===== src/rtl/efa_pkg.sv =====
// ----------------------------------------------------------------------------
// efa_pkg: shared constants and types of the exact-fit free-list allocator
// Sizes of the heap, the free table and the header store, command and status
// codes, plus the request and response types of the shared arithmetic unit.
// ----------------------------------------------------------------------------
package efa_pkg;

	localparam int HEAP_WORDS = 4096;
	localparam int FREE_DEPTH = 256;

	localparam int OFF_W   = 15;                        // offsets, sizes, heap byte counts
	localparam int ALU_W   = 16;                        // rounded sizes reach 2**15
	localparam int HDR_AW  = $clog2(HEAP_WORDS);        // header store address
	localparam int FREE_AW = $clog2(FREE_DEPTH);        // free table address
	localparam int CNT_W   = $clog2(FREE_DEPTH + 1);    // free table fill count
	localparam int FREE_DW = 2 * OFF_W;                 // {offset, size}

	localparam logic [OFF_W-1:0] HEAP_CAP = OFF_W'(HEAP_WORDS * 4);

	typedef enum logic {
		CMD_ALLOC = 1'b0,
		CMD_FREE  = 1'b1
	} cmd_t;

	typedef enum logic [2:0] {
		ST_FRESH     = 3'd0,
		ST_REUSED    = 3'd1,
		ST_EXHAUSTED = 3'd2,
		ST_FREED     = 3'd3,
		ST_FULL      = 3'd4
	} status_t;

	typedef enum logic {
		ALU_ADD = 1'b0,
		ALU_SUB = 1'b1
	} alu_op_t;

	typedef struct packed {
		alu_op_t           op;
		logic [ALU_W-1:0]  a;
		logic [ALU_W-1:0]  b;
	} alu_req_t;

	typedef struct packed {
		logic [ALU_W:0]    y;
		logic              zero;
		logic              borrow;
	} alu_rsp_t;

endpackage


===== src/rtl/efa_alu.sv =====
// ----------------------------------------------------------------------------
// efa_alu: shared add/subtract/compare unit
// One add or subtract per cycle with zero and borrow flags.
// ----------------------------------------------------------------------------
module efa_alu (
	input  efa_pkg::alu_req_t req,
	output efa_pkg::alu_rsp_t rsp
);

	logic [efa_pkg::ALU_W:0] sum;

	always_comb begin
		unique case (req.op)
			efa_pkg::ALU_ADD: sum = {1'b0, req.a} + {1'b0, req.b};
			efa_pkg::ALU_SUB: sum = {1'b0, req.a} - {1'b0, req.b};
			default:          sum = '0;
		endcase
	end

	assign rsp.y      = sum;
	assign rsp.zero   = (sum[efa_pkg::ALU_W-1:0] == '0);
	assign rsp.borrow = (req.op == efa_pkg::ALU_SUB) && sum[efa_pkg::ALU_W];

endmodule


===== config.mk =====
export PLATFORM = sky130hd
export DESIGN_NAME = efa_alu
export DESIGN_NICKNAME = d
export VERILOG_FILES = /design/src/rtl/efa_pkg.sv /design/src/rtl/efa_alu.sv
export SDC_FILE = /design/constraint.sdc
export NUM_CORES = 1
export LEC_CHECK = 0
export BUFFER_PORTS_ARGS = -buffer_cell sky130_fd_sc_hd__buf_2
export CORE_MARGIN = 10
export CORE_UTILIZATION = 47
export DETAILED_ROUTE_END_ITERATION = 8
export PLACE_DENSITY_LB_ADDON = 0.3
export SYNTH_ARGS = -nofsm -noshare
export SYNTH_HDL_FRONTEND = slang
export SYNTH_SLANG_ARGS = --single-unit

===== constraint.sdc =====
create_clock -name vclk -period 2.87
set_input_delay 0.287 -clock vclk [all_inputs]
set_output_delay 0.287 -clock vclk [all_outputs]
set_load 0.01 [all_outputs]

# Yosys cells after proc, flatten, opt, wreduce, memory -nomap -nowiden
# Cells that the tools add are included.
[op_classes] addsub=2 n_mux=1 reduce_logical=2 n_bitwise=1
[ops] operator="$pmux W17 S2" count=1
[ops] operator="$add A16 B16 Y17" count=1
[ops] operator="$sub A16 B16 Y17" count=1
[ops] operator="$logic_not A16 Y1" count=1
[ops] operator="$logic_and A1 B1 Y1" count=1
[ops] operator="$not A1 Y1" count=1
[totals] regBits=0 inputBits=33 word_cells=6

# Logic depth before layout (Yosys ltp)
[logic_depth] depth_word=3 mapped_depth=16 mapped_depth_nobuf=15

# Least setup slack after synthesis
# Ideal clock, no wire load.
[synth_timing] path_type="in2out" start="in req[32] (netlist name)" end="out rsp[1] (netlist name)" arrival_time_ns=2.988 setup_slack_ns=-0.405 required_time_ns=2.583 stages=12 n_path_buf=2 cell_sequence="clkbuf_1 clkbuf_1 nor2_1 xnor2_1 ha_1 nor2b_1 o31a_1 o221a_1 or3_1 a221oi_2 o2111ai_1 nor4_2"
[synth_lines] element="start: declaration" line_no="efa_alu.sv:6" source="input efa_pkg::alu_req_t req,"
[synth_lines] element="end: declaration" line_no="efa_alu.sv:7" source="output efa_pkg::alu_rsp_t rsp"

==> reports/summary.json <==
{
  "buffer_ports.inserted": {"value": 52},
  "final-max-slew-violation-count": {"value": 0},
  "worst_slew_pin_slew": {"value": 0.4955, "unit": "ns"},
  "synth.largest_area_cell": {"value": "sky130_fd_sc_hd__ha_1"},
  "gr-total-overflow": {"value": 0},
  "die_w": {"value": 72.59, "unit": "um"},
  "hold_wc_path_type": {"value": "in2out"},
  "die_area": {"value": 0.005269, "unit": "sq mm"},
  "n_fill_cell": {"value": 88},
  "area_occupied_by_multi_input_gates": {"value": 0.001565, "unit": "sq mm"},
  "syn_inst": {"value": 186},
  "count_of_sequential_standard_cells": {"value": 0},
  "synthDistinctLibCells": {"value": 48},
  "clock_buf_count": {"value": 0},
  "timing.setup.critical_path_class": {"value": "in2out"},
  "yosys.cell_count.top_type": {"value": "sky130_fd_sc_hd__nor2_1"},
  "syn_nets": {"value": 237},
  "cellLeakagePower": {"value": 1.230, "unit": "nW"},
  "syn_to_final_growth": {"value": 97.21, "unit": "%"},
  "viasPerCell": {"value": 6.886},
  "ir_worst_vdd": {"value": 428.6, "unit": "uV"},
  "endpoint_kind": {"value": "output pin"},
  "fin_ws": {"value": -0.7323, "unit": "ns"},
  "layout.area.seq": {"value": 0, "unit": "sq um"},
  "minimum_clock_period_after_layout": {"value": 3.602, "unit": "ns"},
  "slew-limit-headroom": {"value": 0.6666},
  "ys_seq_area_frac": {"value": 0},
  "hpwl": {"value": 4040, "unit": "um"},
  "netlist_area": {"value": 0.001300, "unit": "sq mm"},
  "num_io_pins": {"value": 52},
  "nets": {"value": 364},
  "synth_top_cells_by_count": {"value": "27 x sky130_fd_sc_hd__nor2_1, 17 x sky130_fd_sc_hd__ha_1, 15 x sky130_fd_sc_hd__xnor2_1"},
  "core_region_area": {"value": 0.002710, "unit": "sq mm"},
  "placedCellCount": {"value": 322},
  "initial_utilization": {"value": 0.4797},
  "post_drt_wl_per_cell": {"value": 25.22, "unit": "um"},
  "first_global_vias": {"value": 1993},
  "antenna_cells": {"value": 0},
  "grt_max_degree": {"value": 10},
  "setup_total_negative_slack": {"value": -4.619, "unit": "ns"},
  "wl": {"value": 8625, "unit": "um"},
  "via_count": {"value": 2355},
  "max_freq": {"value": 0.2776, "unit": "GHz"},
  "fin_crit_sh": {"value": 1.255},
  "synthesis.area_per_instance": {"value": 6.989, "unit": "sq um"},
  "setup-violations-final": {"value": 13},
  "post_route_cells_drive_above_1_share": {"value": 0.6013},
  "die_height": {"value": 72.59, "unit": "um"},
  "post-route-drc-count": {"value": 0},
  "max-cap-violations": {"value": 0},
  "drtPass1Iterations": {"value": 5},
  "grt_setup_unrepaired": {"value": "true"},
  "grt_pass1_wl": {"value": 8783, "unit": "um"},
  "grt_usage": {"value": 0.1966},
  "pwr_density_cell": {"value": 383.5, "unit": "mW/mm^2"},
  "routabilityCongestion": {"value": 1.028},
  "rows": {"value": 19},
  "drt_iter0_drc": {"value": 305},
  "synthDominantCellAreaShare": {"value": 0.1636},
  "timing.critical_path.required": {"value": 2.58, "unit": "ns"},
  "violations": {"value": "negative setup slack"},
  "setup.worst_path.start_class": {"value": "primary input"},
  "yosys_warnings": {"value": 0},
  "hold_viol_final": {"value": 0},
  "cp_data_arrival_time": {"value": 3.32, "unit": "ns"},
  "ant_nets": {"value": 0},
  "status": {"value": "finished with violations"},
  "cts-hold-fix-buffers": {"value": 0},
  "path_max_fanout": {"value": 4},
  "antenna_found_initial": {"value": 0},
  "final-instance-count-excl-fill": {"value": 342},
  "synth_area_leaders": {"value": "sky130_fd_sc_hd__ha_1 16%, sky130_fd_sc_hd__xnor2_1 10%, sky130_fd_sc_hd__nor2_1 7.8%, sky130_fd_sc_hd__a21oi_1 4.6%, sky130_fd_sc_hd__inv_1 3.8%"}
}
[cell type report]
class	count	share of cell area
Inverter	13	0.02196
Tap cell	31	0.01513
Multi-Input combinational cell	169	0.6105
Timing Repair Buffer	129	0.3524
[cells by family (layout without fill, tap and decap cells)]
kind of cell,after synthesis,in the layout,share of synthesized area
AND/OR/NAND/NOR,76,76,0.3166
AO/OA/AOI/OAI,52,52,0.2965
XOR/XNOR,20,20,0.1347
adder cells (fa/ha/maj),18,18,0.1790
buffers and inverters,17,142,0.04908
multiplexers,3,3,0.02406
[worst max-delay path: stages]
cell and delay [ns]:
sky130_fd_sc_hd__buf_8 0.11, sky130_fd_sc_hd__inv_6 0.06, sky130_fd_sc_hd__ha_4 0.16, sky130_fd_sc_hd__and3b_2 0.22, sky130_fd_sc_hd__buf_6 0.10, sky130_fd_sc_hd__a21oi_4 0.05, sky130_fd_sc_hd__xnor2_2 0.27, sky130_fd_sc_hd__ha_4 0.27
sky130_fd_sc_hd__buf_4 0.15, sky130_fd_sc_hd__o21a_1 0.11, sky130_fd_sc_hd__o211ai_1 0.36, sky130_fd_sc_hd__a21oi_2 0.16, sky130_fd_sc_hd__o41ai_4 0.11, sky130_fd_sc_hd__mux2i_2 0.29, sky130_fd_sc_hd__nand4b_1 0.16, sky130_fd_sc_hd__nor4_2 0.24
sky130_fd_sc_hd__buf_2 0.18
[routing by layer]
layer / GRT usage / share of wire / vias up
met3: 0.03401 / 0.10 / 83
li1: - / - / 945
met4: 0.1013 / 0.099 / 0
met5: 0 / 0 / -
met1: 0.2008 / 0.33 / 1097
met2: 0.3690 / 0.47 / 230
[power breakdown]
part	leakage, nW	internal [W]	switching [W]
sequential	0	0	0
clock	0	0	0
combinational	1.23	0.000473	0.000511
[path summary, 6_finish.rpt]
check                     to     from  slack [ns]  cells after the start
worst min-delay path  rsp[2]  req[16]        1.06                      5
worst max-delay path  rsp[1]   req[0]       -0.73                     17
[what timing repair did]
item | 4_1_cts | 5_1_grt
buffers inserted | 7 | 16
setup endpoints to repair | 9 | 13
pin swaps | 22 | 31
resized for setup | 25 | 45
[cell usage in the layout (no fill, tap or decap), types with 2 or more instances in the layout]
master | netlist | layout
sky130_fd_sc_hd__buf_4 | 0 | 71
sky130_fd_sc_hd__buf_2 | 0 | 47
sky130_fd_sc_hd__nor2_1 | 27 | 21
sky130_fd_sc_hd__ha_1 | 17 | 13
sky130_fd_sc_hd__xnor2_1 | 15 | 12
sky130_fd_sc_hd__inv_1 | 13 | 9
sky130_fd_sc_hd__buf_6 | 0 | 8
sky130_fd_sc_hd__o21ai_0 | 9 | 7
sky130_fd_sc_hd__a21oi_1 | 12 | 6
sky130_fd_sc_hd__a21oi_2 | 0 | 5
sky130_fd_sc_hd__nand2_1 | 8 | 5
sky130_fd_sc_hd__nor4_1 | 4 | 4
sky130_fd_sc_hd__nor2_2 | 0 | 4
sky130_fd_sc_hd__o21a_1 | 4 | 4
sky130_fd_sc_hd__nor3_1 | 7 | 4
sky130_fd_sc_hd__xor2_1 | 5 | 3
sky130_fd_sc_hd__a31oi_1 | 5 | 3
sky130_fd_sc_hd__a21o_1 | 3 | 3
sky130_fd_sc_hd__and2_1 | 3 | 3
sky130_fd_sc_hd__ha_4 | 0 | 3
sky130_fd_sc_hd__buf_8 | 0 | 3
sky130_fd_sc_hd__inv_2 | 0 | 2
sky130_fd_sc_hd__or3_1 | 4 | 2
sky130_fd_sc_hd__nor3_4 | 0 | 2
sky130_fd_sc_hd__nand3b_1 | 2 | 2
sky130_fd_sc_hd__nor2_4 | 0 | 2
sky130_fd_sc_hd__xnor2_2 | 0 | 2
sky130_fd_sc_hd__nor2b_4 | 1 | 2
sky130_fd_sc_hd__o31a_1 | 2 | 2
sky130_fd_sc_hd__or3_4 | 0 | 2
sky130_fd_sc_hd__and3_1 | 3 | 2
sky130_fd_sc_hd__nand2_2 | 0 | 2
sky130_fd_sc_hd__nand2b_1 | 2 | 2
sky130_fd_sc_hd__nor3b_1 | 2 | 2
sky130_fd_sc_hd__o2111ai_2 | 0 | 2
sky130_fd_sc_hd__nand3_1 | 3 | 2
sky130_fd_sc_hd__nand4b_1 | 2 | 2
[stage by stage]
| stage | util | power, W | hold slack [ns] | setup WS, ns | instance area (sq um) |
|---|---|---|---|---|---|
| 2_1_floorplan | - | 0.0003927 | 0.7395 | -0.1841 | 1384 |
| 3_3_place_gp | 0.7655 | 0.0006650 | 0.9853 | -0.4906 | 2074 |
| 3_5_place_dp | 0.7655 | 0.0006823 | 1.003 | -0.5692 | 2074 |
| 4_1_cts | 0.8255 | 0.0007393 | 1.004 | -0.4863 | 2237 |
| 5_1_grt | 0.9460 | 0.001021 | 1.069 | -0.9185 | 2564 |
| 6_report | 0.9460 | 0.0009833 | 1.063 | -0.7323 | 2564 |
No activity file was read; power rests on OpenSTA's default activity.
