===== config.mk =====
export PLATFORM = sky130hd
export DESIGN_NAME = efa_ram
export DESIGN_NICKNAME = d
export VERILOG_FILES = /design/src/rtl/efa_ram.sv
export SDC_FILE = /design/constraint.sdc
export NUM_CORES = 1
export LEC_CHECK = 0
export ABC_AREA = 1
export ABC_CLOCK_PERIOD_IN_PS = 2300
export BUFFER_PORTS_ARGS = -buffer_cell sky130_fd_sc_hd__buf_2
export CORE_MARGIN = 4
export CORE_UTILIZATION = 35
export CTS_CLUSTER_SIZE = 28
export DETAILED_ROUTE_END_ITERATION = 6
export PLACE_DENSITY = 0.49
export SETUP_SLACK_MARGIN = 0.1
export SLEW_MARGIN = 20
export SYNTH_ARGS = -nofsm -noshare
export SYNTH_HDL_FRONTEND = slang
export SYNTH_SLANG_ARGS = --single-unit

===== constraint.sdc =====
create_clock -name clk -period 2.3 [get_ports clk]
set_input_delay 0.345 -clock clk [delete_from_list [all_inputs] [get_ports clk]]
set_output_delay 0.345 -clock clk [all_outputs]
set_load 0.02 [all_outputs]

===== src/rtl/efa_ram.sv =====
// ----------------------------------------------------------------------------
// efa_ram: generic single-port-write, single-port-read RAM
// One write and one registered read per cycle.
// ----------------------------------------------------------------------------
module efa_ram #(
	parameter int WIDTH = 8,
	parameter int DEPTH = 16
) (
	input  logic                     clk,
	input  logic                     we,
	input  logic [$clog2(DEPTH)-1:0] waddr,
	input  logic [WIDTH-1:0]         wdata,
	input  logic [$clog2(DEPTH)-1:0] raddr,
	output logic [WIDTH-1:0]         rdata
);

	logic [WIDTH-1:0] mem_q [DEPTH];

	always_ff @(posedge clk) begin
		if (we) begin
			mem_q[waddr] <= wdata;
		end
		rdata <= mem_q[raddr];
	end

endmodule


# Word-level counts from Yosys, hierarchy flattened
# Memories as Yosys holds them, arrays and structs flattened. A register that Yosys moved wholly into a read port is not among the register bits.
# Index checks and enable logic that the tools add are counted.
[classes] muxes=2
[ops] cell="1-bit 2-to-1 mux" n=2
[totals] ff_bits=0 ramBits=128 in_bits=18 out_inout_bits=8 word_cells=3 n_memories=1
[memory_table] name="mem_q" words=16 width=8 rd=1 rd_clocked_by_memory_dff=1 wr=1 line="17" source="logic [WIDTH-1:0] mem_q [DEPTH];"

# Longest topological paths before layout
# Gate-level depths: netlist of run 1.
[depth] word_depth=2 mapped_depth=8

# Worst setup path before layout of run 1
# No wires, ideal clock.
[synth_timing] kind="input port to flip-flop" startpoint="input waddr[2]" endpoint="memory mem_q[10][0] (enable)" setup_time_ns=0.370 arrival_ns=0.926 required_time_ns=1.930 path_slack_ns=1.004 cell_stages=2 cell_sequence="nand3b_1 nor2_1"
[synth_lines] item="from (decl)" line="11" source="input logic [$clog2(DEPTH)-1:0] waddr,"
[synth_lines] item="to (decl)" line="17"
# Straight into the memory's write port.

==> results of run 1 <==
## registers in the layout (all words and copies together), names as in the netlist
signal / flops
mem_q: 128
rdata: 8
## logic make-up after synthesis
group                  Yosys count  synth area share
buffers and inverters          126            0.0952
DFF                            136             0.694
and+or+nand+nor                289             0.210
## critical path, cell delays in order
cell and delay [ns]:
buf_2 0.10, buf_4 0.57, nand2_1 0.14, nand3_1 0.12
nand3_1 0.11, nand3_1 0.16, nand2_1 0.07
## per-layer routing
layer	vias to the layer above	GRT usage	wire [um]
met1	1762	0.223	6460
li1	1832	-	-
met4	0	0.0778	376
met5	-	0	0
met2	107	0.251	6300
met3	27	0.0340	615
## cells in the final DEF (no fill, tap or decap), drive strengths merged
cell type	netlist	final
edfxtp	128	128
clkinv	0	7
nand3b	2	2
dfxtp	8	8
nand3	97	97
nor2	17	17
bufinv	0	1
nand2	173	173
buf	24	36
clkbuf	0	21
clkinvlp	0	3
inv	102	102
## cell usage after synthesis
cell,count,area share
nand3b_1,2,0.0026
buf_2,13,0.011
dfxtp_1,8,0.028
buf_6,6,0.012
nand2_1,173,0.11
inv_1,100,0.065
edfxtp_1,128,0.67
inv_2,2,0.0013
buf_1,1,0.00065
nor2_1,17,0.011
buf_4,4,0.0052
nand3_1,97,0.084
## power by group through the flow
stage | clock network, uW | logic [uW] | registers [uW]
final | 2430 | 349 | 2790
after CTS | 2470 | 358 | 2790
after global placement | 0 | 356 | 2840
after detailed placement | 0 | 357 | 2840
after floorplan | 0 | 195 | 2860
after global routing | 2620 | 395 | 2790
## through the flow
stage                util  total power [uW]  setup WS [ns]
finish              0.413              5570          0.947
detailed placement  0.381              3200          0.527
global placement    0.381              3200          0.531
CTS                 0.413              5620          0.907
global route        0.413              5810          0.833
floorplan               -              3050           1.00
## layout make-up
class	count	area share
clock inverters	11	0.0125
clock buffers	21	0.0666
well taps	216	0.0409
multi-input cells	289	0.184
flip-flops and latches	136	0.605
inverters	102	0.0579
repair buffers	36	0.0333
## path summary, 6_finish.rpt
kind | startpoint | endpoint | slack, ns | cells past startpoint
worst min register to register | mem_q[10][7] | rdata[7] | 0.66 | 6
worst max-delay path | raddr[0] | rdata[7] | 0.95 | 7
worst max register to register | mem_q[5][7] | rdata[7] | 1.25 | 6
worst min-delay path | raddr[3] | rdata[1] | 0.32 | 3
==> run summary, run 1 <==
cts repair resizes: 0
Clk pwr share: 0.436
Startpoint Class: input port
number of routed nets with antenna violations: 0
initial antenna violation count: 0
root buf cell: clkbuf_16
growth of design area from synthesis to finish: 14.7%
Die ar.: 0.0186 mm^2
Crit Path Category: in2reg
Seq pwr share: 0.501
hpwl dp: 8400 um
critical path capture point type: register
fin area: 0.00661 mm^2
worst slew pin tran: 0.807 ns
worst-skew pair later-pin latency: 0.41 ns
Multi-input gate area: 0.00121 mm^2
Sw Share: 0.223
Leakage: 0.00282 uW
ANT cells: 0
CP arrival: 1.66 ns
GRT Resource Usage Total: 0.164
fin crit share: 0.588
initial core utilization: 0.360
final setup fails: 0
run status: complete, no violations
VDD IR-drop max: 0.536 mV
Post-route DRC: 0
P_sw: 1240 uW
Max Buffers Root-to-Sink: 2
Storage cell area: 0.00400 mm^2
Setup TNS Final: 0 ns
routed via count: 3,728
first-pass detailed-route iteration total: 5
I/O pin count: 26
MaxCap Viol Count: 0
DR iter-0 viols: 265
final net count: 600
FMAX: 739 MHz
RSZ-0062 raised after global routing: no
Num CTS Buffers: 17
CTS tree: built
post-synthesis cell type count: 12
Period minus WS final: 1.35 ns
sequential-to-total area share from yosys stat: 0.694
depth of the CTS H-tree: 4
Hold Path Class: in2reg
Fin Clk Skew: 0.00466 ns
Hold Slack: 0.316 ns
Die W: 136 um
Avg WL per Cell: 17.0 um
Synth Instances: 551
Die H: 136 um
vias per std cell: 4.60
Crit path required time: 2.60 ns
Filler cells: 1,621
Seq cells post-synth: 136
Post-DP Area: 0.00609 mm^2
first-pass GRT wire length: 21,900 um
post-synth net total: 569
Port-buffer cells: 25
Max-slew headroom: 0.460
row count: 46
Max FO, Critical Path: 64
area of the core: 0.0160 mm^2
Slew Viols, Final: 0
vias in the first global route: 3,773
placed cells: 779
Hold Violations, Final: 0
Syn Area/Cell: 10.5 um^2
clk slew on worst S/H paths: 0.06 ns
total routed wirelength: 13,800 um
PD cells: 842 mW/mm^2
Post-CTS Hold Buffers: 0
CTS sink count: 136
Yosys warning total: 0
largest net degree at the start of global routing: 65
grt ovf: 0
mapped cell area: 0.00577 mm^2
Final Non-Filler Cells: 811
Int Pwr: 4330 uW
layout cells sized above 1: 0.104
Post CTS Setup Buffer Count: 0
Placer Congestion: 0.787
Comb pwr share: 0.063
(Power assumes the default switching activity.)
==> run 2: changes to the inputs <==
--- a/config.mk
+++ b/config.mk
@@ -5,8 +5,8 @@
 export SDC_FILE = /design/constraint.sdc
 export NUM_CORES = 1
 export LEC_CHECK = 0
-export ABC_AREA = 1
-export ABC_CLOCK_PERIOD_IN_PS = 2300
+export ABC_AREA = 0
+export ABC_CLOCK_PERIOD_IN_PS = 1300
 export BUFFER_PORTS_ARGS = -buffer_cell sky130_fd_sc_hd__buf_2
 export CORE_MARGIN = 4
 export CORE_UTILIZATION = 35
==> constraint.sdc (replaced) <==
create_clock -name clk -period 1.3 [get_ports clk]
set_input_delay 0.195 -clock clk [delete_from_list [all_inputs] [get_ports clk]]
set_output_delay 0.195 -clock clk [all_outputs]
set_load 0.02 [all_outputs]
==> run summary, run 2 <==
run status: complete, no violations
Largest stage delay, worst path: 0.49 ns (-0.08 ns)
Leakage: 0.00217 uW (-23%)
Num CTS Buffers: 17 (unchanged)
first-pass GRT wire length: 16,400 um (-25%)
Setup TNS Final: 0 ns (unchanged)
Multi-input gate area: 0.00109 mm^2 (-10%)
number of routed nets with antenna violations: 0 (unchanged)
CTS sink count: 136 (unchanged)
MaxCap Viol Count: 0 (unchanged)
CTS tree: built
Top Family by Delay on Critical Path: multiplexers
Die ar.: 0.0167 mm^2 (-10%)
Seq cells post-synth: 136 (unchanged)
area of the core: 0.0145 mm^2 (-9.5%)
Port-buffer cells: 25 (unchanged)
Post-route DRC: 0 (unchanged)
Filler cells: 1,244 (-23%)
Post-synth EDFFs: 128 (unchanged)
Comb pwr share: 0.055 (-0.008)
final net count: 316 (-47%)
GRT Resource Usage Total: 0.139 (-0.0244)
P_sw: 2050 uW (+65%)
PD cells: 1630 mW/mm^2 (+94%)
Max-slew headroom: 0.323 (-0.137)
growth of design area from synthesis to finish: 26.0%
initial antenna violation count: 0 (unchanged)
Crit Path Category: reg2reg
hold depth: 1 (-2)
largest net degree at the start of global routing: 19 (-71%)
Startpoint Class: register
final setup fails: 0 (unchanged)
clk slew on worst S/H paths: 0.06 ns (about the same)
Post-CTS Hold Buffers: 0 (unchanged)
top cells by count, synth: edfxtp_1 (128), mux4_2 (18), a22oi_1 (16)
Clk pwr share: 0.479 (+0.043)
RSZ-0062 raised after global routing: yes
post-synthesis mux area share: 0.150 (+0.150)
cell with the most instances after synthesis: edfxtp_1
vias in the first global route: 2,642 (-30%)
Max FO, Critical Path: 1 (-98%)
Storage cell area: 0.00400 mm^2 (unchanged)
grt ovf: 0 (unchanged)
DR iter-0 viols: 192 (-28%)
Die W: 129 um (-5.2%)
Post-Synth Simple-Gate Area: 0.0318 (-0.179)
slowest CP cell: mux4_2
layout cells sized above 1: 0.441 (+0.336)
Top Registers: mem_q (128), rdata (8)
min-delay src: wdata[5]
root buf cell: clkbuf_16
critical path capture point type: register
Int Pwr: 8550 uW (+98%)
top cell type's share of synthesized area: 0.747 (+0.0802)
Yosys warning total: 0 (unchanged)
xor/xnor cell area share of the yosys netlist: 0 (unchanged)
first-pass detailed-route iteration total: 4 (-1)
worst slack, placed: -0.353 ns (-0.879 ns)
Seq pwr share: 0.466 (-0.035)
fin worst setup slack: 0.00853 ns (-0.939 ns)
worst slew pin tran: 1.01 ns (+0.206 ns)
CP arrival: 1.57 ns (-0.09 ns)
Core Util, Final: 0.448 (+0.0345)
Final Non-Filler Cells: 495 (-39%)
Hold Path Class: in2reg
initial core utilization: 0.356 (-0.00490)
Period minus WS final: 1.29 ns
Hold Violations, Final: 0 (unchanged)
Syn Area/Cell: 22.5 um^2 (+110%)
vias per std cell: 4.96 (+8.0%)
VDD IR-drop max: 0.830 mV (+55%)
Crit path required time: 1.58 ns (-1.02 ns)
Reg2Reg Depth: 3 (-3)
largest cells by area after synthesis: edfxtp_1 (75%), mux4_2 (7.9%), mux4_1 (7.1%)
Avg WL per Cell: 21.5 um (+27%)
WP buf/inv: 0 (-2)
CP Cell Sequence: mux4_2, a22oi_2, nand2_1
routed via count: 2,457 (-34%)
Sw Share: 0.193 (-0.0298)
placed cells: 463 (-41%)
worst reg2reg path endpoint: rdata[4]
most common cell after layout, fill and taps aside: edfxtp_1
most frequent cells in the layout: edfxtp_1 (128), mux4_2 (32), buf_2 (25), buf_4 (24), clkbuf_16 (17)
Synth Instances: 229 (-58%)
R2R setup slack: 0.009 ns (-1.24 ns)
ANT cells: 0 (unchanged)
mapped cell area: 0.00515 mm^2 (-11%)
worst-skew pair later-pin latency: 0.40 ns (about the same)
post-synth net total: 247 (-57%)
top_reg_cell synth: edfxtp_1
FF-to-FF Start: mem_q[11][4]
main combinational cell family by area after synthesis: multiplexers
Max Buffers Root-to-Sink: 2 (unchanged)
sequential-to-total area share from yosys stat: 0.778 (+0.0835)
Fin Clk Skew: 0.00369 ns (-0.000974 ns)
Top reg by flops: mem_q
max reg flops: 128 (unchanged)
Hold Path Sink: mem_q[10][5]
total routed wirelength: 10,600 um (-23%)
row count: 44 (-4.3%)
hpwl dp: 6970 um (-17%)
Hold Slack: 0.170 ns (-0.146 ns)
compound-gate portion of the synthesized area: 0.0233 (+0.0233)
FMAX: 774 MHz
Post-synth ARST share: 0 (unchanged)
Synth area leader: edfxtp_1
Slew Viols, Final: 0 (unchanged)
Placer Congestion: 0.695 (-12%)
I/O pin count: 26 (unchanged)
Die H: 129 um (-5.2%)
Adder-Cell Fraction of Synth Area: 0 (unchanged)
fin crit share: 0.993
depth of the CTS H-tree: 4 (unchanged)
post-synthesis cell type count: 19 (+7)
## run 2: cell count changes in the layout (fill, tap and decap cells not counted), moves of 14 or more
cell	before	now
buf_4	10	24
mux4_2	0	32
nand2_1	173	7
inv_1	100	0
nand3_1	97	1
## run 2: power groups by stage
stage | clock, uW | combinational, uW | sequential (uW)
detailed placement | 0 | 584 | 5030
global route | 5410 | 634 | 4940
CTS | 5180 | 602 | 4940
finish | 5070 | 585 | 4930
floorplan | 0 | 279 | 5050
global placement | 0 | 580 | 5020
## run 2: repair_timing
action | 4_1_cts | 5_1_grt
resized for setup | 8 | 1
buffers inserted | 0 | 0
pin swaps | 1 | 2
setup endpoints to repair | 8 | 8
## run 2: cells by family (layout without fill, tap and decap cells)
logic type             after synthesis  in the layout
DFF                                136            136
and+or+nand+nor                     35             35
muxes                               32             32
AOI/OAI and AO/OA                   16             16
buffers and inverters               10             92
## run 2: cell type report
type | count | share of cell area
clock buffer | 18 | 0.0662
clock inverter | 14 | 0.0316
multi-input combinational | 83 | 0.168
sequential | 136 | 0.617
tap | 184 | 0.0355
timing repair buffer | 60 | 0.0810
## run 2: stage by stage
step | total power [uW] | instance area (um^2)
3_3_place_gp | 5600 | 5820
4_1_cts | 10700 | 6480
2_1_floorplan | 5330 | 5180
3_5_place_dp | 5610 | 5820
6_report | 10600 | 6480
5_1_grt | 11000 | 6480
## run 2: metal layers
metal  GRT usage  vias up  share of wire
met5           0        -              0
met4      0.0463        0         0.0097
met3      0.0342        7          0.051
met2       0.227       59           0.51
met1       0.185     1290           0.43
li1            -     1101              -
## run 2: worst reg2reg max path, delay by kind of cell (launching register included)
| family | cells | cell delay (ns) |
|---|---|---|
| AND/OR/NAND/NOR | 1 | 0.08 |
| multiplexers | 1 | 0.49 |
| flip-flops | 1 | 0.36 |
| AO/OA/AOI/OAI | 1 | 0.24 |
## run 2: how the worst max path moves through the flow
| stage | start | end | cells after the start |
|---|---|---|---|
| global placement | raddr[0] | rdata[6] | 5 |
| global route | mem_q[11][2] | rdata[2] | 4 |
| detailed placement | raddr[0] | rdata[4] | 5 |
| finish | mem_q[11][4] | rdata[4] | 3 |
| CTS | mem_q[11][4] | rdata[4] | 3 |
| floorplan | waddr[2] | mem_q[0][0] | 2 |
==> run 3: changes to the inputs <==
--- a/config.mk
+++ b/config.mk
@@ -12,6 +12,7 @@
 export CORE_UTILIZATION = 35
 export CTS_CLUSTER_SIZE = 28
 export DETAILED_ROUTE_END_ITERATION = 6
+export MAX_ROUTING_LAYER = met4
 export PLACE_DENSITY = 0.49
 export SETUP_SLACK_MARGIN = 0.1
 export SLEW_MARGIN = 20
==> run summary, run 3 (synthesis results as in run 2) <==
run status: complete, no violations
Max Buffers Root-to-Sink: 2 (unchanged)
root buf cell: clkbuf_16
CTS tree: built
Fin Clk Skew: 0.00558 ns (+0.00189 ns)
largest net degree at the start of global routing: 19 (unchanged)
Avg WL per Cell: 21.4 um (-0.22%)
grt ovf: 0 (unchanged)
max reg flops: 128 (unchanged)
Largest stage delay, worst path: 0.48 ns (about the same)
Num CTS Buffers: 17 (unchanged)
layout cells sized above 1: 0.441 (unchanged)
Hold Violations, Final: 0 (unchanged)
first-pass GRT wire length: 16,400 um (+0.21%)
RSZ-0062 raised after global routing: yes
row count: 44 (unchanged)
Final Non-Filler Cells: 495 (unchanged)
Top reg by flops: mem_q
Startpoint Class: register
Post-route DRC: 0 (unchanged)
CP arrival: 1.57 ns (about the same)
fin crit share: 0.993 (about the same)
vias in the first global route: 2,638 (-0.15%)
most common cell after layout, fill and taps aside: edfxtp_1
initial core utilization: 0.356 (unchanged)
first-pass detailed-route iteration total: 5 (+1)
Port-buffer cells: 25 (unchanged)
routed via count: 2,451 (-0.24%)
Hold Path Class: in2reg
Post-CTS Hold Buffers: 0 (unchanged)
placed cells: 463 (unchanged)
fin worst setup slack: 0.00900 ns (+0.000467 ns)
Slew Viols, Final: 0 (unchanged)
slowest CP cell: mux4_2
Max FO, Critical Path: 1 (unchanged)
Tot Pwr: 10,600 uW (about the same)
Storage cell area: 0.00400 mm^2 (unchanged)
Multi-input gate area: 0.00109 mm^2 (unchanged)
I/O pin count: 26 (unchanged)
initial antenna violation count: 0 (unchanged)
total routed wirelength: 10,600 um (-0.22%)
GRT Resource Usage Total: 0.144 (+0.00450)
Setup TNS Final: 0 ns (unchanged)
worst slew pin tran: 1.01 ns (-0.00768 ns)
clk slew on worst S/H paths: 0.06 ns (about the same)
Die H: 129 um (unchanged)
FMAX: 775 MHz (about the same)
Top Registers: mem_q (128), rdata (8)
CP Cell Sequence: mux4_2, a22oi_2, nand2_1
worst-skew pair later-pin latency: 0.40 ns (about the same)
WP buf/inv: 0 (unchanged)
Period minus WS final: 1.29 ns (-0.000467 ns)
hold depth: 1 (unchanged)
FF-to-FF Start: mem_q[10][4]
most frequent cells in the layout: edfxtp_1 (128), mux4_2 (32), buf_2 (25), buf_4 (24), clkbuf_16 (17)
growth of design area from synthesis to finish: 26.0% (unchanged)
depth of the CTS H-tree: 4 (unchanged)
Die ar.: 0.0167 mm^2 (unchanged)
min-delay src: wdata[5]
final net count: 316 (unchanged)
hpwl dp: 6970 um (unchanged)
Leakage: 0.00217 uW (unchanged)
area of the core: 0.0145 mm^2 (unchanged)
Max-slew headroom: 0.328 (+0.00513)
vias per std cell: 4.95 (-0.24%)
DR iter-0 viols: 201 (+4.7%)
Filler cells: 1,244 (unchanged)
Die W: 129 um (unchanged)
Crit Path Category: reg2reg
CTS sink count: 136 (unchanged)
final setup fails: 0 (unchanged)
PD cells: 1630 mW/mm^2 (about the same)
ANT cells: 0 (unchanged)
Top Family by Delay on Critical Path: multiplexers
worst slack, placed: -0.353 ns (unchanged)
VDD IR-drop max: 0.828 mV (-0.25%)
R2R setup slack: 0.009 ns (about the same)
Reg2Reg Depth: 3 (unchanged)
MaxCap Viol Count: 0 (unchanged)
critical path capture point type: register
number of routed nets with antenna violations: 0 (unchanged)
Post CTS Setup Buffer Count: 0 (unchanged)
Hold Path Sink: mem_q[10][5]
worst reg2reg path endpoint: rdata[4]
Crit path required time: 1.58 ns (about the same)
Placer Congestion: 0.703 (+1.1%)
==> run 3: per-stage QoR <==
stage / utilization / hold WS (ns) / cell area (um^2)
after CTS: 0.448 / 0.158 / 6480
after global routing: 0.448 / 0.172 / 6480
after detailed placement: 0.402 / 0.597 / 5820
after floorplan: - / 0.294 / 5180
after global placement: 0.402 / 0.582 / 5820
final: 0.448 / 0.170 / 6480
==> run 3: what timing repair did <==
action / 4_1_cts / 5_1_grt
setup endpoints to repair: 8 / 8
pin swaps: 1 / 2
resized for setup: 8 / 1
==> run 3: worst max path at each step <==
stage	start	end	slack, ns	cells past startpoint
after floorplan	waddr[2]	mem_q[0][0]	-0.03	2
after global placement	raddr[0]	rdata[6]	-0.36	5
after detailed placement	raddr[0]	rdata[4]	-0.35	5
after CTS	mem_q[11][4]	rdata[4]	-0.02	3
after global routing	mem_q[11][2]	rdata[2]	-0.06	4
final	mem_q[10][4]	rdata[4]	0.009	3
==> run 3: cell type report <==
class	instances	area share
multi-input cells	83	0.168
repair buffers	60	0.0810
clock inverters	14	0.0316
well taps	184	0.0355
flip-flops and latches	136	0.617
clock buffers	18	0.0662
==> run 3: where the power goes <==
group / leakage (uW) / switching (uW) / internal (uW)
logic: 0.000645 / 321 / 263
registers: 0.00122 / 31.5 / 4900
clock network: 0.000305 / 1690 / 3380
==> run 3: per-layer routing <==
metal / vias to the layer above / share of wire / global-route usage
li1: 1102 / - / -
met1: 1281 / 0.42 / 0.184
met2: 62 / 0.52 / 0.229
met3: 6 / 0.050 / 0.0359
met4: 0 / 0.0074 / 0.0426
met5: - / 0 / -
==> run 3: worst reg2reg max path, stage by stage (launching register included) <==
cell and delay [ns]:
edfxtp_1 0.37, mux4_2 0.48, a22oi_2 0.24, nand2_1 0.08
